File: src/hw/rtl/lwbc_pkg.sv
// lwbc_pkg: shared widths, codes and payload types of the block cache
// used by every module under hw/rtl; depends on nothing
`default_nettype none

package lwbc_pkg;

    localparam int ID_BITS        = 10;
    localparam int DATA_BITS      = 64;
    localparam int CFG_BITS       = 5;
    localparam int SYNC_BITS      = 5;
    localparam int CACHE_LINES_DF = 16;
    localparam int QUEUE_DEPTH    = 2;

    localparam logic [CFG_BITS-1:0]  LINES_RESET = CFG_BITS'(16);
    localparam logic [SYNC_BITS-1:0] SYNC_MAX    = '1;

    typedef enum logic [1:0] {
        CMD_READ  = 2'd0,
        CMD_WRITE = 2'd1,
        CMD_CLEAR = 2'd2,
        CMD_SYNC  = 2'd3
    } cmd_t;

    typedef enum logic [2:0] {
        ST_WIPE,
        ST_IDLE,
        ST_LOOKUP,
        ST_ACT,
        ST_FILL,
        ST_SYNC
    } state_t;

    typedef struct packed {
        logic [1:0]           command;
        logic [ID_BITS-1:0]   blk_num;
        logic [DATA_BITS-1:0] write_data;
    } in_item_t;

    typedef struct packed {
        logic [DATA_BITS-1:0] read_data;
        logic                 hit;
        logic                 evicted;
        logic [ID_BITS-1:0]   victim_id;
        logic                 victim_written;
        logic [SYNC_BITS-1:0] sync_count;
    } out_item_t;

    // decoded item as it sits in the queue
    typedef struct packed {
        cmd_t                 op;
        logic [ID_BITS-1:0]   id;
        logic [DATA_BITS-1:0] data;
    } qent_t;

    // queue handshake between front and back
    typedef struct packed {
        logic  valid;
        qent_t ent;
    } qhead_t;

endpackage

`default_nettype wire

File: src/hw/rtl/lwbc_front.sv
// lwbc_front: input acceptance, command decode and the two-entry queue
// depends on lwbc_pkg
`default_nettype none

module lwbc_front (
    input  wire logic              clk,
    input  wire logic              rst_n,
    input  wire logic              in_valid,
    output logic                   in_stall,
    input  wire lwbc_pkg::in_item_t in_data,
    input  wire logic              wiping,
    input  wire logic              pop,
    output lwbc_pkg::qhead_t       head
);
    import lwbc_pkg::*;

    qent_t      q_reg [QUEUE_DEPTH];
    logic       wr_ptr_reg, rd_ptr_reg;
    logic       wr_ptr_next, rd_ptr_next;
    logic [1:0] cnt_reg, cnt_next;
    logic       push, do_pop;
    qent_t      dec;

    always_comb
    begin
        case (in_data.command)
            CMD_READ:  dec.op = CMD_READ;
            CMD_WRITE: dec.op = CMD_WRITE;
            CMD_CLEAR: dec.op = CMD_CLEAR;
            default:   dec.op = CMD_SYNC;
        endcase
        dec.id   = in_data.blk_num;
        dec.data = in_data.write_data;
    end

    assign in_stall = wiping || (cnt_reg == 2'(QUEUE_DEPTH));
    assign push     = in_valid && !in_stall;
    assign do_pop   = pop && (cnt_reg != 2'd0);

    assign wr_ptr_next = push   ? !wr_ptr_reg : wr_ptr_reg;
    assign rd_ptr_next = do_pop ? !rd_ptr_reg : rd_ptr_reg;
    assign cnt_next    = cnt_reg + 2'(push) - 2'(do_pop);

    always_ff @(posedge clk or negedge rst_n)
    begin
        if (!rst_n)
        begin
            wr_ptr_reg <= 1'b0;
            rd_ptr_reg <= 1'b0;
            cnt_reg    <= 2'd0;
        end
        else
        begin
            wr_ptr_reg <= wr_ptr_next;
            rd_ptr_reg <= rd_ptr_next;
            cnt_reg    <= cnt_next;
        end
    end

    always_ff @(posedge clk)
    begin
        if (push)
            q_reg[wr_ptr_reg] <= dec;
    end

    assign head.valid = (cnt_reg != 2'd0);
    assign head.ent   = q_reg[rd_ptr_reg];

endmodule

`default_nettype wire

File: config.mk
export PLATFORM = sky130hd
export DESIGN_NAME = lwbc_front
export DESIGN_NICKNAME = d
export VERILOG_FILES = /design/src/hw/rtl/lwbc_pkg.sv /design/src/hw/rtl/lwbc_front.sv
export SDC_FILE = /design/constraint.sdc
export NUM_CORES = 1
export LEC_CHECK = 0
export ABC_AREA = 1
export BUFFER_PORTS_ARGS = -buffer_cell sky130_fd_sc_hd__buf_4
export CORE_ASPECT_RATIO = 1.2
export CORE_MARGIN = 2
export CORE_UTILIZATION = 35
export CTS_CLUSTER_DIAMETER = 200
export DETAILED_ROUTE_END_ITERATION = 8
export PLACE_DENSITY = 0.64
export SLEW_MARGIN = 20
export SYNTH_ARGS = -nofsm -noshare
export SYNTH_HDL_FRONTEND = slang
export SYNTH_SLANG_ARGS = --single-unit
export TNS_END_PERCENT = 50
File: constraint.sdc
create_clock -name clk -period 10.14 [get_ports clk]
set_input_delay 1.521 -clock clk [delete_from_list [all_inputs] [get_ports clk]]
set_output_delay 1.521 -clock clk [all_outputs]
set_load 0.005 [all_outputs]
==> results.sh, run 1 <==
export IMPL_status="finished clean"
export IMPL_fin_crit_sh_pct=33.73
export IMPL_rsz0062_at_grt="no"
export IMPL_setup_viol=0
export IMPL_fill_cells=1471
export IMPL_grt_pass1_vias=3693
export IMPL_path_buf_inv=3
export IMPL_grt_pass1_wl_mm=18.40
export IMPL_boundaryPins=159
export IMPL_routed_wl_mm=11.84
export IMPL_cp_cell_sequence="buf_4 > inv_1 > nand2_1 > buf_4"
export IMPL_max_stage_delay_ns=0.13
export IMPL_cts_htree_levels=4
export IMPL_numPortBuffers=158
export IMPL_hold_path_class="flop to flop"
export IMPL_ant_nets=0
export IMPL_fin_skew_ns=0.006221
export IMPL_finalPower_mw=1.983
export IMPL_fin_tns_setup_ns=0
export IMPL_fin_area_sq_um=7681
export IMPL_cts_tree="built"
export IMPL_p_switching_uw=571.9
export IMPL_maxCapViolations=0
export IMPL_clkPwrFrac_pct=29.3
export IMPL_p_per_area_nw_per_um2=258.2
export IMPL_die_area_sq_um=17590
export IMPL_dp_hpwl_mm=7.476
export IMPL_drt_iter0_markers=154
export IMPL_final_max_slew_violation_count=0
export IMPL_place_area_sq_um=7143
export IMPL_combPwrFrac_pct=29.2
export IMPL_globalRoute_totalOverflow=0
export IMPL_grt_max_degree=78
export IMPL_largest_reg_flops=152
export IMPL_setup_slack_ns=6.720
export IMPL_crit_slowest_cell="buf_4"
export IMPL_p_sw_share_pct=28.84
export IMPL_clk_insertion_delay_late_ns=0.40
export IMPL_cts_resized=0
export IMPL_start_kind="input port"
export IMPL_cts_root_buf="clkbuf_16"
export IMPL_seqPwrFrac_pct=41.5
export IMPL_pre_cts_ws_ns=6.363
export IMPL_cpLargestDelayFamily="buffers and inverters"
export IMPL_drive_gt1_share_pct=31.24
export IMPL_nets=677
export IMPL_num_antenna_cells=0
export IMPL_antenna_found_initial=1
export IMPL_syn_inst=433
export IMPL_cellLeakagePower_nw=3.255
export IMPL_fin_crit_ns=3.420
export IMPL_initial_core_util_pct=35.73
export IMPL_fp_dieH_um=144.9
export IMPL_cpMostUsedCell="buf_4"
export IMPL_ys_seq_area_share_pct=80.55
export IMPL_rows=51
export IMPL_final_cells=817
export IMPL_yosys_register_bits=156
export IMPL_synthesis_area_sq_um=5791
export IMPL_synth_nets=516
export IMPL_tightest_slew_ns=0.9706
export IMPL_required_ns=8.62
export IMPL_syn_avg_cell_area_sq_um=13.37
export IMPL_cp_arrival_ns=1.90
export IMPL_yosysWarningCount=0
export IMPL_cts_buffers=17
export IMPL_hold_viol=0
export IMPL_cts_setup_buffers=0
export IMPL_wl_per_cell_um=14.50
export IMPL_holdBufCountCts=0
export IMPL_synthDistinctLibCells=13
export IMPL_critical_path_peak_fanout=3
export IMPL_vias=3572
export IMPL_grt_usage_pct=13.85
export IMPL_via_per_inst=4.372
export IMPL_max_vdd_ir_drop_mv=0.1687
export IMPL_drt_pass1_iterations=4
export IMPL_worstSetupPathType="input port to output pin"
export IMPL_dp_cells=787
export IMPL_gp_congestion=0.7657
export IMPL_internal_power_mw=1.411
export IMPL_regArea_sq_um=4666
export IMPL_numClockSinks=156
export IMPL_chipWidth_um=121.4
export IMPL_path_clk_slew_ns=0.06
export IMPL_clock_path_buffers=2
export IMPL_cp_end_kind="output pin"
export IMPL_areaGrowthSynthToFinish_pct=32.65
export IMPL_fmax_mhz=292.4
export IMPL_drc=0
export IMPL_multi_input_area_sq_um=962.2
export IMPL_design_core_area_sq_um=16210
export IMPL_max_slew_margin_rel_pct=35.14
-- synth_stat cells --
master	number	area, sq um
inv_4	1	6.260
nand3_1	3	15.01
ha_1	2	25.02
nand4_1	1	6.260
inv_1	9	33.78
buf_6	5	56.30
nor2_1	1	3.750
buf_4	3	22.52
edfxtp_1	152	4564
dfrtp_1	4	100.1
buf_2	9	45.04
nand2_1	241	904.6
clkbuf_1	2	7.510
-- power by group through the flow --
stage          clock network [mW]  logic, mW  registers (mW)
6_report                    0.581      0.579           0.824
2_1_floorplan                   0      0.302           0.837
4_1_cts                     0.595      0.600           0.824
5_1_grt                     0.619      0.651           0.830
3_5_place_dp                    0      0.598           0.837
3_3_place_gp                    0      0.587           0.834
-- layer usage --
| layer | share of wire, % | global-route usage, % |
|---|---|---|
| met1 | 38 | 15.02 |
| met2 | 55 | 24.80 |
| met3 | 4.5 | 4.167 |
| met4 | 2.2 | 5.747 |
| met5 | 0.10 | 0 |
-- path summary, 6_finish.rpt --
path                                        startpoint                      to  slack, ns  cells past startpoint
worst max-delay path                            wiping                in_stall       6.72                      4
worst min-delay path            wr_ptr_reg$_DFFE_PN0P_  wr_ptr_reg$_DFFE_PN0P_       0.49                      2
worst max register to register    cnt_reg[1]$_DFF_PN0_  q_reg[1][10]$_DFFE_PP_       7.66                      4
worst min register to register  wr_ptr_reg$_DFFE_PN0P_  wr_ptr_reg$_DFFE_PN0P_       0.49                      2
max in group asynchronous                        rst_n  rd_ptr_reg$_DFFE_PN0P_       9.12                      1
min in group asynchronous                        rst_n  wr_ptr_reg$_DFFE_PN0P_       0.90                      1
-- worst reg2reg max path, cell delays in order (launching register included) --
cell and delay, ns:
dfrtp_1 0.39, nand2_1 0.12, nand3_1 0.17, nor2_4 0.77, buf_4 0.64
-- cell families (layout without fill, tap and decap cells) --
group	after synthesis	after routing	synth area share, %
flops	156	156	80.55
simple gates	246	246	16.05
buf+inv	29	201	2.960
fa+ha+maj	2	2	0.4321
-- area by class of cell --
type,instances,area share (%)
Sequential cell,156,60.74
Timing Repair Buffer,161,15.74
Multi-Input combinational cell,248,12.53
Clock buffer,20,5.685
Tap cell,212,3.453
Clock inverter,10,1.319
Inverter,10,0.5375
-- cells in the final DEF, fill, tap and decap left out --
cell	count
nand2_1	241
buf_4	161
edfxtp_1	152
clkbuf_16	17
inv_1	8
clkinv_2	4
nand3_1	3
clkbuf_1	3
clkinv_1	3
dfrtp_1	3
ha_1	2
bufinv_16	2
clkinvlp_4	2
inv_4	1
nand4_1	1
nor2_4	1
dfrtp_2	1
-- per-stage QoR --
step           hold slack (ns)  util (%)
6_report                0.4863     47.39
5_1_grt                 0.5061     47.39
4_1_cts                 0.4844     47.39
3_5_place_dp            0.4699     44.07
3_3_place_gp            0.4551     44.07
2_1_floorplan           0.4419         -
Note: power is estimated with default switching activity, not from simulation.
==> run 2, diff against run 1 <==
--- a/config.mk
+++ b/config.mk
@@ -12,7 +12,7 @@
 export CORE_UTILIZATION = 35
 export CTS_CLUSTER_DIAMETER = 200
 export DETAILED_ROUTE_END_ITERATION = 8
-export PLACE_DENSITY = 0.64
+export PLACE_DENSITY = 0.66
 export SLEW_MARGIN = 20
 export SYNTH_ARGS = -nofsm -noshare
 export SYNTH_HDL_FRONTEND = slang
==> constraint.sdc (replaced) <==
create_clock -name clk -period 2.81 [get_ports clk]
set_input_delay 0.4215 -clock clk [delete_from_list [all_inputs] [get_ports clk]]
set_output_delay 0.4215 -clock clk [all_outputs]
set_load 0.005 [all_outputs]
==> results.sh, run 2 (synthesis results as in run 1) <==
export IMPL_status="finished clean"
export IMPL_dp_hpwl_mm=7.703
export IMPL_place_area_sq_um=7183
export IMPL_maxCapViolations=0
export IMPL_grt_usage_pct=14.43
export IMPL_hold_path_class="input port to flop"
export IMPL_fin_area_sq_um=7833
export IMPL_nets=680
export IMPL_fin_crit_sh_pct=80.47
export IMPL_worstSetupPathType="flop to output pin"
export IMPL_final_cells=822
export IMPL_grt_max_degree=78
export IMPL_cts_buffers=17
export IMPL_antenna_found_initial=0
export IMPL_drive_gt1_share_pct=31.97
export IMPL_final_max_slew_violation_count=0
export IMPL_rows=51
export IMPL_mostFrequentLayoutCells="241 x nand2_1, 161 x buf_4, 152 x edfxtp_1"
export IMPL_drt_pass1_iterations=4
export IMPL_dp_cells=789
export IMPL_ant_nets=0
export IMPL_finalPower_mw=7.519
export IMPL_cts_setup_buffers=0
export IMPL_cellLeakagePower_nw=3.332
export IMPL_final_common_cell="nand2_1"
export IMPL_p_per_area_nw_per_um2=960.0
export IMPL_via_per_inst=4.438
export IMPL_gp_congestion=0.7304
export IMPL_vias=3648
export IMPL_clk_insertion_delay_late_ns=0.41
export IMPL_areaGrowthSynthToFinish_pct=35.26
export IMPL_cp_arrival_ns=1.84
export IMPL_drt_iter0_markers=145
export IMPL_fp_dieH_um=144.9
export IMPL_cts_root_buf="clkbuf_16"
export IMPL_start_kind="flop"
export IMPL_path_clk_slew_ns=0.06
export IMPL_setup_viol=0
export IMPL_cp_end_kind="output pin"
export IMPL_fmax_mhz=442.2
export IMPL_hold_viol=0
export IMPL_num_antenna_cells=0
export IMPL_globalRoute_totalOverflow=0
export IMPL_die_area_sq_um=17590
export IMPL_max_slew_margin_rel_pct=45.13
export IMPL_fin_tns_setup_ns=0
export IMPL_numPortBuffers=158
export IMPL_routed_wl_mm=12.22
export IMPL_cts_htree_levels=4
export IMPL_grt_pass1_wl_mm=19.17
export IMPL_largest_reg_flops=152
export IMPL_chipWidth_um=121.4
export IMPL_clock_path_buffers=2
export IMPL_numClockSinks=156
export IMPL_drc=0
export IMPL_max_vdd_ir_drop_mv=0.5346
export IMPL_fin_skew_ns=0.006079
export IMPL_tightest_slew_ns=0.8231
export IMPL_wl_per_cell_um=14.86
export IMPL_required_ns=2.39
export IMPL_boundaryPins=159
export IMPL_fin_crit_ns=2.261
export IMPL_rsz0062_at_grt="no"
export IMPL_design_core_area_sq_um=16210
export IMPL_grt_pass1_vias=3859
export IMPL_critical_path_peak_fanout=77
export IMPL_initial_core_util_pct=35.73
export IMPL_cts_tree="built"
==> run 2: stage by stage <==
| step | setup slack, ns | hold slack [ns] | utilization, % |
|---|---|---|---|
| 6_report | 0.5487 | 0.1952 | 48.32 |
| 5_1_grt | 0.3391 | 0.1666 | 48.32 |
| 4_1_cts | 0.4779 | 0.1697 | 48.32 |
| 3_5_place_dp | 0.9348 | 0.2236 | 44.32 |
| 3_3_place_gp | 0.9777 | 0.2199 | 44.32 |
| 2_1_floorplan | 0.2910 | 0.1259 | - |
==> run 2: worst paths after layout <==
| kind | from | end | slack [ns] | depth (start not counted) |
|---|---|---|---|---|
| max in group asynchronous | rst_n | rd_ptr_reg$_DFFE_PN0P_ | 2.34 | 2 |
| worst max register to register | cnt_reg[0]$_DFF_PN0_ | q_reg[0][4]$_DFFE_PP_ | 1.12 | 5 |
| worst max-delay path | rd_ptr_reg$_DFFE_PN0P_ | head[12] | 0.55 | 4 |
| worst min-delay path | in_data[55] | q_reg[0][55]$_DFFE_PP_ | 0.20 | 1 |
| worst min register to register | wr_ptr_reg$_DFFE_PN0P_ | wr_ptr_reg$_DFFE_PN0P_ | 0.47 | 2 |
| min in group asynchronous | rst_n | cnt_reg[1]$_DFF_PN0_ | 0.35 | 2 |
==> run 2: power by group <==
| group | switching (mW) | internal [mW] |
|---|---|---|
| logic | 1.19 | 0.933 |
| clock network | 0.825 | 1.60 |
| registers | 0.0734 | 2.89 |
==> run 2: layout make-up <==
| cell class | count | area [sq um] |
|---|---|---|
| Timing Repair Buffer | 164 | 1259 |
| Inverter | 10 | 41.29 |
| Tap cell | 212 | 265.3 |
| Clock inverter | 6 | 130.1 |
| Sequential cell | 156 | 4666 |
| Clock buffer | 26 | 509.2 |
| Multi-Input combinational cell | 248 | 962.2 |
| Fill cell | 1451 | 8376 |
==> run 2: repair_timing <==
| action | CTS | global route |
|---|---|---|
| endpoints found under the hold margin | 4 | 0 |
| hold buffers | 1 | 0 |
| resized for setup | 0 | 0 |
| endpoints found under the setup margin | 0 | 0 |
==> run 2: critical path: stages (launching register included) <==
cell	delay, ns
dfrtp_2	0.38
buf_4	0.65
nand2_1	0.12
nand2_1	0.13
buf_4	0.12
==> run 2: metal layers <==
metal / part of all wire, % / GRT usage [%]
met1: 38 / 15.36
met5: 0 / 0
met4: 2.5 / 7.184
met3: 3.8 / 3.145
met2: 55 / 26.40
